`src/hw/rtl/rvaa_pkg.sv`:
```
// Shared types and constants for the axis rotation block.
// Used by the trigonometry sequencer, the point pipeline and the top level.
package rvaa_pkg;

    localparam int CFG_INDEX_W = 2;
    localparam int CFG_DATA_W  = 16;
    localparam int AXIS_W      = 16;
    localparam int TRIG_W      = 18;

    typedef enum logic [CFG_INDEX_W-1:0] {
        CFG_AXIS_X     = 2'd0,
        CFG_AXIS_Y     = 2'd1,
        CFG_AXIS_Z     = 2'd2,
        CFG_TURN_ANGLE = 2'd3
    } t_cfg_index;

    typedef struct packed {
        logic signed [AXIS_W-1:0] x;
        logic signed [AXIS_W-1:0] y;
        logic signed [AXIS_W-1:0] z;
    } t_axis;

    typedef struct packed {
        logic signed [TRIG_W-1:0] cosine;
        logic signed [TRIG_W-1:0] sine;
    } t_trig;

    localparam t_axis AXIS_RESET = '{x: 16'sd0, y: 16'sd0, z: 16'sd16384};
    localparam t_trig TRIG_RESET = '{cosine: 18'sd65536, sine: 18'sd0};

    // Angle steps are 1/64 degree.
    localparam int STEPS_FULL   = 23040;
    localparam int STEPS_QUAD   = 5760;
    localparam int STEPS_OCT    = 2880;
    localparam int RAD_PER_STEP = 1171271;
    localparam int ONE_Q30      = 1 << 30;
    localparam int HALF_Q14     = 8192;
    localparam int SIN_LAST     = 3;
    localparam int COS_LAST     = 8;

    // Scale of the reciprocals used to divide by the Horner divisors.
    localparam longint RECIP_SCALE = 64'h1_0000_0000;

    typedef enum logic [1:0] {
        QUAD_0 = 2'd0,
        QUAD_1 = 2'd1,
        QUAD_2 = 2'd2,
        QUAD_3 = 2'd3
    } t_quadrant;

    typedef enum logic [3:0] {
        TRIG_IDLE,
        TRIG_FOLD,
        TRIG_RAD,
        TRIG_SQR,
        TRIG_MUL,
        TRIG_DIV,
        TRIG_FIX,
        TRIG_SUB,
        TRIG_SINF,
        TRIG_DONE
    } t_trig_state;

    // Divisors of the Horner steps: sine terms first, then cosine terms.
    function automatic logic [6:0] horner_div(input logic [3:0] step);
        logic [6:0] k;
        unique case (step)
            4'd0:    k = 7'd72;
            4'd1:    k = 7'd42;
            4'd2:    k = 7'd20;
            4'd3:    k = 7'd6;
            4'd4:    k = 7'd90;
            4'd5:    k = 7'd56;
            4'd6:    k = 7'd30;
            4'd7:    k = 7'd12;
            default: k = 7'd2;
        endcase
        return k;
    endfunction

    // Reciprocals floor(2^32 / k) of the same divisors, in the same order.
    function automatic logic [31:0] horner_recip(input logic [3:0] step);
        logic [31:0] m;
        unique case (step)
            4'd0:    m = 32'(RECIP_SCALE / 72);
            4'd1:    m = 32'(RECIP_SCALE / 42);
            4'd2:    m = 32'(RECIP_SCALE / 20);
            4'd3:    m = 32'(RECIP_SCALE / 6);
            4'd4:    m = 32'(RECIP_SCALE / 90);
            4'd5:    m = 32'(RECIP_SCALE / 56);
            4'd6:    m = 32'(RECIP_SCALE / 30);
            4'd7:    m = 32'(RECIP_SCALE / 12);
            default: m = 32'(RECIP_SCALE / 2);
        endcase
        return m;
    endfunction

endpackage

```
`src/hw/rtl/rvaa_trig.sv`:
```
// Cosine and sine sequencer: works out the held Q1.16 values from the angle.
// Depends on rvaa_pkg.
module rvaa_trig (
    input  logic            i_clk,
    input  logic            i_rst_n,
    input  logic            i_start,
    input  logic [15:0]     i_angle,
    output logic            o_busy,
    output rvaa_pkg::t_trig o_trig
);

    rvaa_pkg::t_trig_state r_state, n_state;
    logic [14:0]           r_m, n_m;
    rvaa_pkg::t_quadrant   r_quad, n_quad;
    logic                  r_swap, n_swap;
    logic [11:0]           r_rr, n_rr;
    logic [29:0]           r_x, n_x;
    logic [29:0]           r_x2, n_x2;
    logic [30:0]           r_t, n_t;
    logic [29:0]           r_num, n_num;
    logic [29:0]           r_quo, n_quo;
    logic [3:0]            r_step, n_step;
    logic [16:0]           r_sin_oct, n_sin_oct;
    logic [16:0]           r_cos_oct, n_cos_oct;
    rvaa_pkg::t_trig       r_trig, n_trig;

    logic signed [17:0] angle_s;
    logic [14:0]        m_wrap;
    logic [12:0]        fold_r;
    logic [33:0]        rad_prod;
    logic [29:0]        mul_a;
    logic [31:0]        mul_b;
    logic [61:0]        mul_p;
    logic [30:0]        prod_q30;
    logic [6:0]         div_k;
    logic [31:0]        div_m;
    logic [29:0]        fix_prod;
    logic [29:0]        fix_rem;
    logic signed [17:0] oct_s;
    logic signed [17:0] oct_c;

    // Wrap the signed angle into one turn.
    assign angle_s = 18'(signed'(i_angle));
    always_comb begin
        priority if (angle_s < -18'sd23040) begin
            m_wrap = 15'(angle_s + 18'(2 * rvaa_pkg::STEPS_FULL));
        end else if (angle_s < 18'sd0) begin
            m_wrap = 15'(angle_s + 18'(rvaa_pkg::STEPS_FULL));
        end else if (angle_s >= 18'(rvaa_pkg::STEPS_FULL)) begin
            m_wrap = 15'(angle_s - 18'(rvaa_pkg::STEPS_FULL));
        end else begin
            m_wrap = 15'(angle_s);
        end
    end

    // One multiplier serves the square, the Horner products, the reciprocal
    // divide and the final sine scale.
    assign mul_a    = (r_state == rvaa_pkg::TRIG_MUL) ? r_x2 :
                      (r_state == rvaa_pkg::TRIG_DIV) ? r_num : r_x;
    assign mul_b    = (r_state == rvaa_pkg::TRIG_SQR) ? {2'b00, r_x} :
                      (r_state == rvaa_pkg::TRIG_DIV) ? div_m : {1'b0, r_t};
    assign mul_p    = 62'(mul_a) * 62'(mul_b);
    assign prod_q30 = 31'(mul_p >> 30);
    assign rad_prod = 34'(r_rr) * 34'(rvaa_pkg::RAD_PER_STEP) + 34'd2;

    // The reciprocal quotient is low by at most one; the remainder tells.
    assign div_k    = rvaa_pkg::horner_div(r_step);
    assign div_m    = rvaa_pkg::horner_recip(r_step);
    assign fix_prod = r_quo * 30'(div_k);
    assign fix_rem  = r_num - fix_prod;
    assign oct_s = 18'(r_swap ? r_cos_oct : r_sin_oct);
    assign oct_c = 18'(r_swap ? r_sin_oct : r_cos_oct);

    always_comb begin
        n_state   = r_state;
        n_m       = r_m;
        n_quad    = r_quad;
        n_swap    = r_swap;
        n_rr      = r_rr;
        n_x       = r_x;
        n_x2      = r_x2;
        n_t       = r_t;
        n_num     = r_num;
        n_quo     = r_quo;
        n_step    = r_step;
        n_sin_oct = r_sin_oct;
        n_cos_oct = r_cos_oct;
        n_trig    = r_trig;
        fold_r    = 13'(r_m);
        unique case (r_state)
            rvaa_pkg::TRIG_IDLE: begin
            end
            rvaa_pkg::TRIG_FOLD: begin
                priority if (r_m < 15'(rvaa_pkg::STEPS_QUAD)) begin
                    n_quad = rvaa_pkg::QUAD_0;
                    fold_r = 13'(r_m);
                end else if (r_m < 15'(2 * rvaa_pkg::STEPS_QUAD)) begin
                    n_quad = rvaa_pkg::QUAD_1;
                    fold_r = 13'(r_m - 15'(rvaa_pkg::STEPS_QUAD));
                end else if (r_m < 15'(3 * rvaa_pkg::STEPS_QUAD)) begin
                    n_quad = rvaa_pkg::QUAD_2;
                    fold_r = 13'(r_m - 15'(2 * rvaa_pkg::STEPS_QUAD));
                end else begin
                    n_quad = rvaa_pkg::QUAD_3;
                    fold_r = 13'(r_m - 15'(3 * rvaa_pkg::STEPS_QUAD));
                end
                // Past the octant, sine and cosine of the complement swap roles.
                if (fold_r <= 13'(rvaa_pkg::STEPS_OCT)) begin
                    n_rr   = 12'(fold_r);
                    n_swap = 1'b0;
                end else begin
                    n_rr   = 12'(13'(rvaa_pkg::STEPS_QUAD) - fold_r);
                    n_swap = 1'b1;
                end
                n_step  = '0;
                n_t     = 31'(rvaa_pkg::ONE_Q30);
                n_state = rvaa_pkg::TRIG_RAD;
            end
            rvaa_pkg::TRIG_RAD: begin
                n_x     = 30'(rad_prod >> 2);
                n_state = rvaa_pkg::TRIG_SQR;
            end
            rvaa_pkg::TRIG_SQR: begin
                n_x2    = 30'(prod_q30);
                n_state = rvaa_pkg::TRIG_MUL;
            end
            rvaa_pkg::TRIG_MUL: begin
                n_num   = 30'(prod_q30);
                n_state = rvaa_pkg::TRIG_DIV;
            end
            rvaa_pkg::TRIG_DIV: begin
                n_quo   = 30'(mul_p >> 32);
                n_state = rvaa_pkg::TRIG_FIX;
            end
            rvaa_pkg::TRIG_FIX: begin
                if (fix_rem >= 30'(div_k)) begin
                    n_quo = r_quo + 30'd1;
                end
                n_state = rvaa_pkg::TRIG_SUB;
            end
            rvaa_pkg::TRIG_SUB: begin
                n_t = 31'(rvaa_pkg::ONE_Q30) - {1'b0, r_quo};
                priority if (r_step == 4'(rvaa_pkg::SIN_LAST)) begin
                    n_step  = r_step + 4'd1;
                    n_state = rvaa_pkg::TRIG_SINF;
                end else if (r_step == 4'(rvaa_pkg::COS_LAST)) begin
                    n_cos_oct = 17'((n_t + 31'(rvaa_pkg::HALF_Q14)) >> 14);
                    n_state   = rvaa_pkg::TRIG_DONE;
                end else begin
                    n_step  = r_step + 4'd1;
                    n_state = rvaa_pkg::TRIG_MUL;
                end
            end
            rvaa_pkg::TRIG_SINF: begin
                n_sin_oct = 17'((prod_q30 + 31'(rvaa_pkg::HALF_Q14)) >> 14);
                n_t       = 31'(rvaa_pkg::ONE_Q30);
                n_state   = rvaa_pkg::TRIG_MUL;
            end
            rvaa_pkg::TRIG_DONE: begin
                unique case (r_quad)
                    rvaa_pkg::QUAD_0: begin
                        n_trig.cosine = oct_c;
                        n_trig.sine   = oct_s;
                    end
                    rvaa_pkg::QUAD_1: begin
                        n_trig.cosine = -oct_s;
                        n_trig.sine   = oct_c;
                    end
                    rvaa_pkg::QUAD_2: begin
                        n_trig.cosine = -oct_c;
                        n_trig.sine   = -oct_s;
                    end
                    rvaa_pkg::QUAD_3: begin
                        n_trig.cosine = oct_s;
                        n_trig.sine   = -oct_c;
                    end
                endcase
                n_state = rvaa_pkg::TRIG_IDLE;
            end
            default: begin
                n_state = rvaa_pkg::TRIG_IDLE;
            end
        endcase
        // A new angle restarts the sequence from the top.
        if (i_start) begin
            n_m     = m_wrap;
            n_state = rvaa_pkg::TRIG_FOLD;
        end
    end

    always_ff @(posedge i_clk) begin
        if (!i_rst_n) begin
            r_state <= rvaa_pkg::TRIG_IDLE;
            r_trig  <= rvaa_pkg::TRIG_RESET;
        end else begin
            r_state <= n_state;
            r_trig  <= n_trig;
        end
        r_m       <= n_m;
        r_quad    <= n_quad;
        r_swap    <= n_swap;
        r_rr      <= n_rr;
        r_x       <= n_x;
        r_x2      <= n_x2;
        r_t       <= n_t;
        r_num     <= n_num;
        r_quo     <= n_quo;
        r_step    <= n_step;
        r_sin_oct <= n_sin_oct;
        r_cos_oct <= n_cos_oct;
    end

    assign o_busy = (r_state != rvaa_pkg::TRIG_IDLE);
    assign o_trig = r_trig;

    a_start_folds: assert property (@(posedge i_clk) disable iff (!i_rst_n)
        i_start |=> r_state == rvaa_pkg::TRIG_FOLD)
        else $error("angle write did not restart the sequencer");

    a_div_fixes: assert property (@(posedge i_clk) disable iff (!i_rst_n)
        r_state == rvaa_pkg::TRIG_DIV && !i_start
        |=> r_state == rvaa_pkg::TRIG_FIX)
        else $error("division did not move on to its correction step");

    a_done_idle: assert property (@(posedge i_clk) disable iff (!i_rst_n)
        r_state == rvaa_pkg::TRIG_DONE && !i_start |=> !o_busy)
        else $error("sequencer stayed busy after storing the result");

endmodule

```
`config.mk`:
```
export PLATFORM = sky130hd
export DESIGN_NAME = rvaa_trig
export DESIGN_NICKNAME = d
export VERILOG_FILES = /design/src/hw/rtl/rvaa_pkg.sv /design/src/hw/rtl/rvaa_trig.sv
export SDC_FILE = /design/constraint.sdc
export NUM_CORES = 2
export LEC_CHECK = 0
export BUFFER_PORTS_ARGS = -buffer_cell sky130_fd_sc_hd__buf_2
export CAP_MARGIN = 20
export CORE_AREA = 2 2 493 495
export DETAILED_ROUTE_END_ITERATION = 16
export DIE_AREA = 0 0 495 497
export MAX_ROUTING_LAYER = met4
export PLACE_DENSITY_LB_ADDON = 0.25
export RECOVER_POWER = 100
export SLEW_MARGIN = 5
export SYNTH_ARGS = -nofsm -noshare
export SYNTH_HDL_FRONTEND = slang
export SYNTH_SLANG_ARGS = --single-unit
export TNS_END_PERCENT = 10
```
`constraint.sdc`:
```
create_clock -name i_clk -period 9.91 [get_ports i_clk]
set_input_delay 1.982 -clock i_clk [delete_from_list [all_inputs] [get_ports i_clk]]
set_output_delay 1.982 -clock i_clk [all_outputs]
set_load 0.02 [all_outputs]
```
# Word level (Yosys, flattened, before mapping)
# Memory sizes are Yosys's and may differ from the RTL's. A register that Yosys moved wholly into a read port is not among the register bits.
# Index checks and enable logic that the tools add are counted.
dict set report totals {
  reg_bits 259
  romBits 288
  input_bits 19
  output_inout_bits 37
  elab_cells 110
  mem_count 2
}
dict set report classes {
  add_sub_neg 16
  multipliers 3
  n_lt_le_gt_ge 8
  n_eq_ne 17
  mux 32
  bitwise_logic 2
  n_reduce_logical 13
}
# name depth width rd rd_ports_with_merged_regs wr line_no
set memory_table {}
lappend memory_table {{(name not given)} 8 30 1 1 0 rvaa_pkg.sv:84} ;# unique case (step)
lappend memory_table {{(name not given)} 8 6 1 1 0 rvaa_pkg.sv:67} ;# unique case (step)
# cell count
set ops {}
lappend ops {{36-bit case mux with 4 select lines} 1}
lappend ops {{32-bit 2-to-1 mux} 3}
lappend ops {{30-bit 2-to-1 mux} 3}
lappend ops {{31-bit by 14-bit adder with 31-bit output (second input constant)} 2}
lappend ops {{30-bit by 32-bit multiplier with 62-bit output} 1}
lappend ops {{31-bit case mux with 2 select lines} 1}
lappend ops {{30-bit case mux with 2 select lines} 1}
lappend ops {{13-bit 2-to-1 mux} 4}
lappend ops {{15-bit 2-to-1 mux} 3}
lappend ops {{17-bit negator with 18-bit output} 2}
lappend ops {{17-bit 2-to-1 mux} 2}
lappend ops {{32-bit by 2-bit adder with 32-bit output (second input constant)} 1}
lappend ops {{12-bit by 21-bit multiplier with 32-bit output (second input constant)} 1}
lappend ops {{4-bit case mux with 8 select lines} 1}
lappend ops {{31-bit by 30-bit subtractor with 31-bit output (first input constant)} 1}
lappend ops {{15-bit adder (second input constant)} 2}
lappend ops {{30-bit by 1-bit adder with 30-bit output (second input constant)} 1}
lappend ops {{30-bit by 7-bit greater-or-equal comparator with 1-bit output} 1}
lappend ops {{30-bit by 7-bit multiplier with 30-bit output} 1}
lappend ops {{30-bit subtractor} 1}
lappend ops {{4-bit by 3-bit == test with 1-bit output (second input constant)} 4}
lappend ops {{16-bit greater-or-equal comparator (second input constant)} 1}
lappend ops {{16-bit by 1-bit < comparator with 1-bit output (second input constant)} 1}
lappend ops {{16-bit < comparator (second input constant)} 1}
lappend ops {{other kinds (31)} 51}

# Longest topological paths before layout
dict set report logic_depth {
  ltp_word 7
  mapped_depth 42
  ltp_nobuf 36
}

# Least setup slack after synthesis
# OpenSTA, ideal clock, no wires.
dict set report synth_timing {
  path_kind {flip-flop to flip-flop}
  startpoint {register r_state[2]}
  endpoint {register r_sin_oct[16], data pin}
  setup_time_ns 0.162
  arrival_time_ns 9.835
  t_required_ns 9.748
  slack_ns -0.086
  stages_incl_launch_ff 33
  path_cell_list {dfxtp_1 buf_2 clkbuf_1 nand2b_1 nor2_1 clkbuf_1 buf_1 o21ai_1 clkbuf_1 nand2_1 fa_1 fa_1 fa_1 fa_1 inv_1 fa_1 fa_1 fa_1 fa_1 ha_1 a2111o_1 a31oi_1 o32ai_1 a211o_1 buf_4 o2111a_1 or2_1 xor2_1 and4_1 clkbuf_1 nand3_1 o31a_1 o2111ai_1}
}
dict set report synth_via {
  elab_chain_cells 5
  word_cells_on_any_way 9
  classes_between {1 x add/sub; 1 x mul; 3 x eq/ne; 4 x mux}
}
# element line_no
set synth_rtl {}
lappend synth_rtl {{start: declaration} rvaa_trig.sv:12} ;# rvaa_pkg::t_trig_state r_state, n_state;
lappend synth_rtl {{start signal: assignment} rvaa_trig.sv:193} ;# r_state <= rvaa_pkg::TRIG_IDLE;
lappend synth_rtl {{start signal: assignment} rvaa_trig.sv:196} ;# r_state <= n_state;
lappend synth_rtl {{4-bit by 3-bit == test with 1-bit output} {rvaa_trig.sv:59, rvaa_trig.sv:61}}
lappend synth_rtl {{30-bit 2-to-1 mux or 32-bit 2-to-1 mux (tied branches)} {rvaa_trig.sv:59, rvaa_trig.sv:61}}
lappend synth_rtl {{30-bit 2-to-1 mux or 32-bit 2-to-1 mux (tied branches)} {rvaa_trig.sv:58, rvaa_trig.sv:60}}
lappend synth_rtl {{30-bit by 32-bit multiplier with 62-bit output *} rvaa_trig.sv:62} ;# assign mul_p = 62'(mul_a) * 62'(mul_b);
lappend synth_rtl {{via mul_p[50]} rvaa_trig.sv:33} ;# logic [61:0] mul_p;
lappend synth_rtl {{31-bit by 14-bit adder with 31-bit output *} rvaa_trig.sv:155} ;# n_sin_oct = 17'((prod_q30 + 31'(rvaa_pkg::HALF_Q14)) >> 14);
lappend synth_rtl {{end signal: assignment} rvaa_trig.sv:209} ;# r_sin_oct <= n_sin_oct;
lappend synth_rtl {{end: declaration} rvaa_trig.sv:23} ;# logic [16:0] r_sin_oct, n_sin_oct;
# Mark *: on every way through the listed nets, which the timed path passes. The rest lies on a longest branch.
# A chain may end at the register's enable or synchronous reset.

# Worst setup path after layout
dict set report layout_timing {
  startpoint {register r_state[3]}
  endpoint {register r_sin_oct[16], data pin}
}
# The elaborated chain is that of the path after synthesis.

==> results.txt <==
----------------------------------------------------
[Run status]
  Status ... finished clean

[Cells and area]
  Final Core Density ... 0.263
  Count of placed standard cells in the final layout, fillers left out ... 9525
  Synth-to-layout area growth ... 14.6%
  Combined area of the multi-input logic cells ... 42400 um^2
  Flip-flop and latch area ... 7740 um^2
  Final #Nets ... 7803
  Most frequent cells in the layout ... inv_1 (1130), fa_1 (1037), nor2_1 (773), nand2_1 (758), ha_1 (434)
  Leading cell type in the layout, fill and taps excluded ... inv_1
  Fraction of final layout cells sized beyond drive strength 1 ... 0.0940
  Number of fill cells ... 25900

[Flow run]
  Max-cap violation count ... 0

[Die]
  Die height ... 497 um
  Overall die area ... 246000 um^2
  Starting Density ... 0.230
  Area of the core region ... 240000 um^2
  Die outline width ... 495 um
  Top Ports ... 56
  FP Rows ... 180

[Critical path]
  Maximum fanout along the worst path ... 15
  CP max stage cell ... fa_1
  Critical path's most frequent cell ... fa_1
  Largest stage delay on the critical path ... 620 ps
  Type of the setup path with the least slack ... flip-flop to flip-flop
  Worst path required time ... 10200 ps
  Crit. End Element ... flip-flop
  WP data arrival ... 9870 ps
  Kind of start point of the critical path ... flip-flop

[Global route]
  Largest net degree at the start of global routing ... 82
  Vias in the first global route ... 45300
  Residual overflow from global routing ... 0
  Global-route wire length before repair ... 301000 um
  Gr usage total ... 0.167
  Layer with the highest usage ... met2
  Met3 Use GR ... 0.0182
  GR Util met2 ... 0.268
  GR met1 Demand/Resource ... 0.226
  Initial antenna violation count ... 3

[Drt]
  Length of the first detailed-routing pass in iterations ... 6
  Antenna Violating Nets Remaining ... 0
  Detailed-route wire length per cell ... 21.1 um
  Remaining design rule violation count ... 0
  Via Count ... 43400
  Via density per instance ... 4.56
  Iteration-0 DRC Markers ... 3120
  Wirelength, routed ... 201000 um

[Place]
  RePlAce Congestion ... 0.948
  Estimated wirelength of the detail-placed design ... 166000 um
  Count of input and output buffers ... 55
  Number of cells after detailed placement ... 9441

[STA]
  Measured slew at the worst slew-check pin ... 970 ps
  Total Neg Setup Slack ... 0 ps
  Final critical-path share of the clock period ... 0.967
  Remaining max-slew budget at the tightest pin ... 0.349
  Final worst path period need ... 9580 ps
  Worst-case clock skew ... 25.0 ps
  Number of failing hold endpoints at the final stage ... 0
  Fin. max-slew vios ... 0
  # setup viols final ... 0
  RSZ-0062 raised after global routing ... yes
  Maximum operating frequency ... 0.104 GHz

[Logic synthesis]
  Yosys warning total ... 0
  Share of synthesized flip-flops with an asynchronous set or reset ... 0
  Prevailing post-synth register cell ... edfxtp_1
  Number of enable flip-flop cells after synthesis ... 219
  FF+latch count, synth ... 277
  Post-Synthesis Cell Area ... 55200 um^2
  Cell count after synthesis ... 6167
  Mapped Avg Cell Area ... 8.95 um^2
  Share of the yosys chip area belonging to registers ... 0.140
  Number of nets produced by synthesis ... 7659
  Number of distinct library cell variants in the gate-level netlist after synthesis ... 87

[Clock network]
  CTS root buffer ... clkbuf_16
  Number of clock buffers inserted by TritonCTS ... 36
  Max clock buf depth ... 3
  Clock latency on the worst-skew pair ... 560 ps
  Total clock sinks ... 277
  Clk pin slew, worst setup/hold paths ... 60 ps
  Number of H-tree levels ... 2
  Clock tree from TritonCTS ... done
  Hold buffer count at CTS ... 0

[Hold path]
  Path type of the worst min-delay path ... flip-flop to flip-flop

----------------------------------------------------
repair_timing:
item,4_1_cts,5_1_grt
pin swaps,0,7
gates resized for setup,8,68
setup buffers,0,15
endpoints found under the setup margin,19,22
gates cloned,0,2
critical path, delay by kind of cell (launching register included):
kind	cells	cell delay (ps)
flip-flops	1	350
adder cells (fa/ha/maj)	9	4610
buffers and inverters	6	850
AND/OR/NAND/NOR	11	1860
XOR/XNOR	1	370
AO/OA/AOI/OAI	5	1250
flip-flops by register name, indices dropped and copies added, names as in the netlist, named ones only:
signal	count
r_step	4
r_t	31
r_x2	30
r_cos_oct	17
r_rr	12
r_quo	30
r_state	4
o_trig	36
r_num	30
r_sin_oct	17
r_quad	2
r_m	15
r_x	30
r_swap	1
cell type report:
class	instances	share of cell area
Multi-Input combinational cell	4456	0.671
Sequential cell	277	0.122
Inverter	1132	0.0672
Tap cell	3185	0.0630
Timing Repair Buffer	408	0.0573
Clock buffer	44	0.0158
Clock inverter	21	0.00356
Antenna cell	2	0.0000791
per-layer routing:
layer / part of all wire / up-vias
met2: 0.47 / 1373
met1: 0.44 / 22300
met5: 0 / -
met4: 0.030 / 0
li1: - / 19500
met3: 0.059 / 224
synthesized netlist by cell type (all sizes together), types with 21 or more instances:
master,n,area [um^2]
nand3,78,390
nand4,35,225
o211ai,32,240
a21o,50,375
nor2,774,2910
edfxtp,219,6580
a21boi,31,233
dfxtp,58,1160
nor2b,27,169
a21oi,157,786
xor2,64,561
mux2,21,236
and3,33,206
nand2,759,2850
nor3,67,340
fa,1038,20800
xnor2,141,1250
clkbuf,270,1010
o21ai,187,936
buf,32,138
o21a,62,465
inv,1130,4240
and2,89,557
nand2b,35,219
ha,435,5440
mux2i,62,621
a22oi,26,195
stage by stage:
| stage | hold WS [ps] | area, um^2 | worst slack [ps] |
|---|---|---|---|
| floorplan | 452 | 55200 | 123 |
| global placement | 449 | 61500 | -199 |
| detailed placement | 456 | 61500 | -262 |
| CTS | 465 | 62800 | 0.790 |
| global route | 477 | 63200 | -10.4 |
| finish | 458 | 63200 | 329 |
cell families after synthesis:
family                   share of synthesized area
buffers and inverters                       0.0978
AO/OA/AOI/OAI                               0.0841
adder cells (fa/ha/maj)                      0.475
XOR/XNOR                                    0.0328
AND/OR/NAND/NOR                              0.155
multiplexers                                0.0155
flip-flops                                   0.140
worst paths after layout:
path	start	to	slack, ps	cells past startpoint
worst max-delay path	r_state[3]	r_sin_oct[16]	330	32
worst min-delay path	o_trig[18]	o_trig[18]	460	2
worst max register to register	r_state[3]	r_sin_oct[16]	330	32
worst min register to register	o_trig[18]	o_trig[18]	460	2
Power is not shown: default switching activity piles up to over one toggle a cycle in this logic, so the estimate is an artifact.
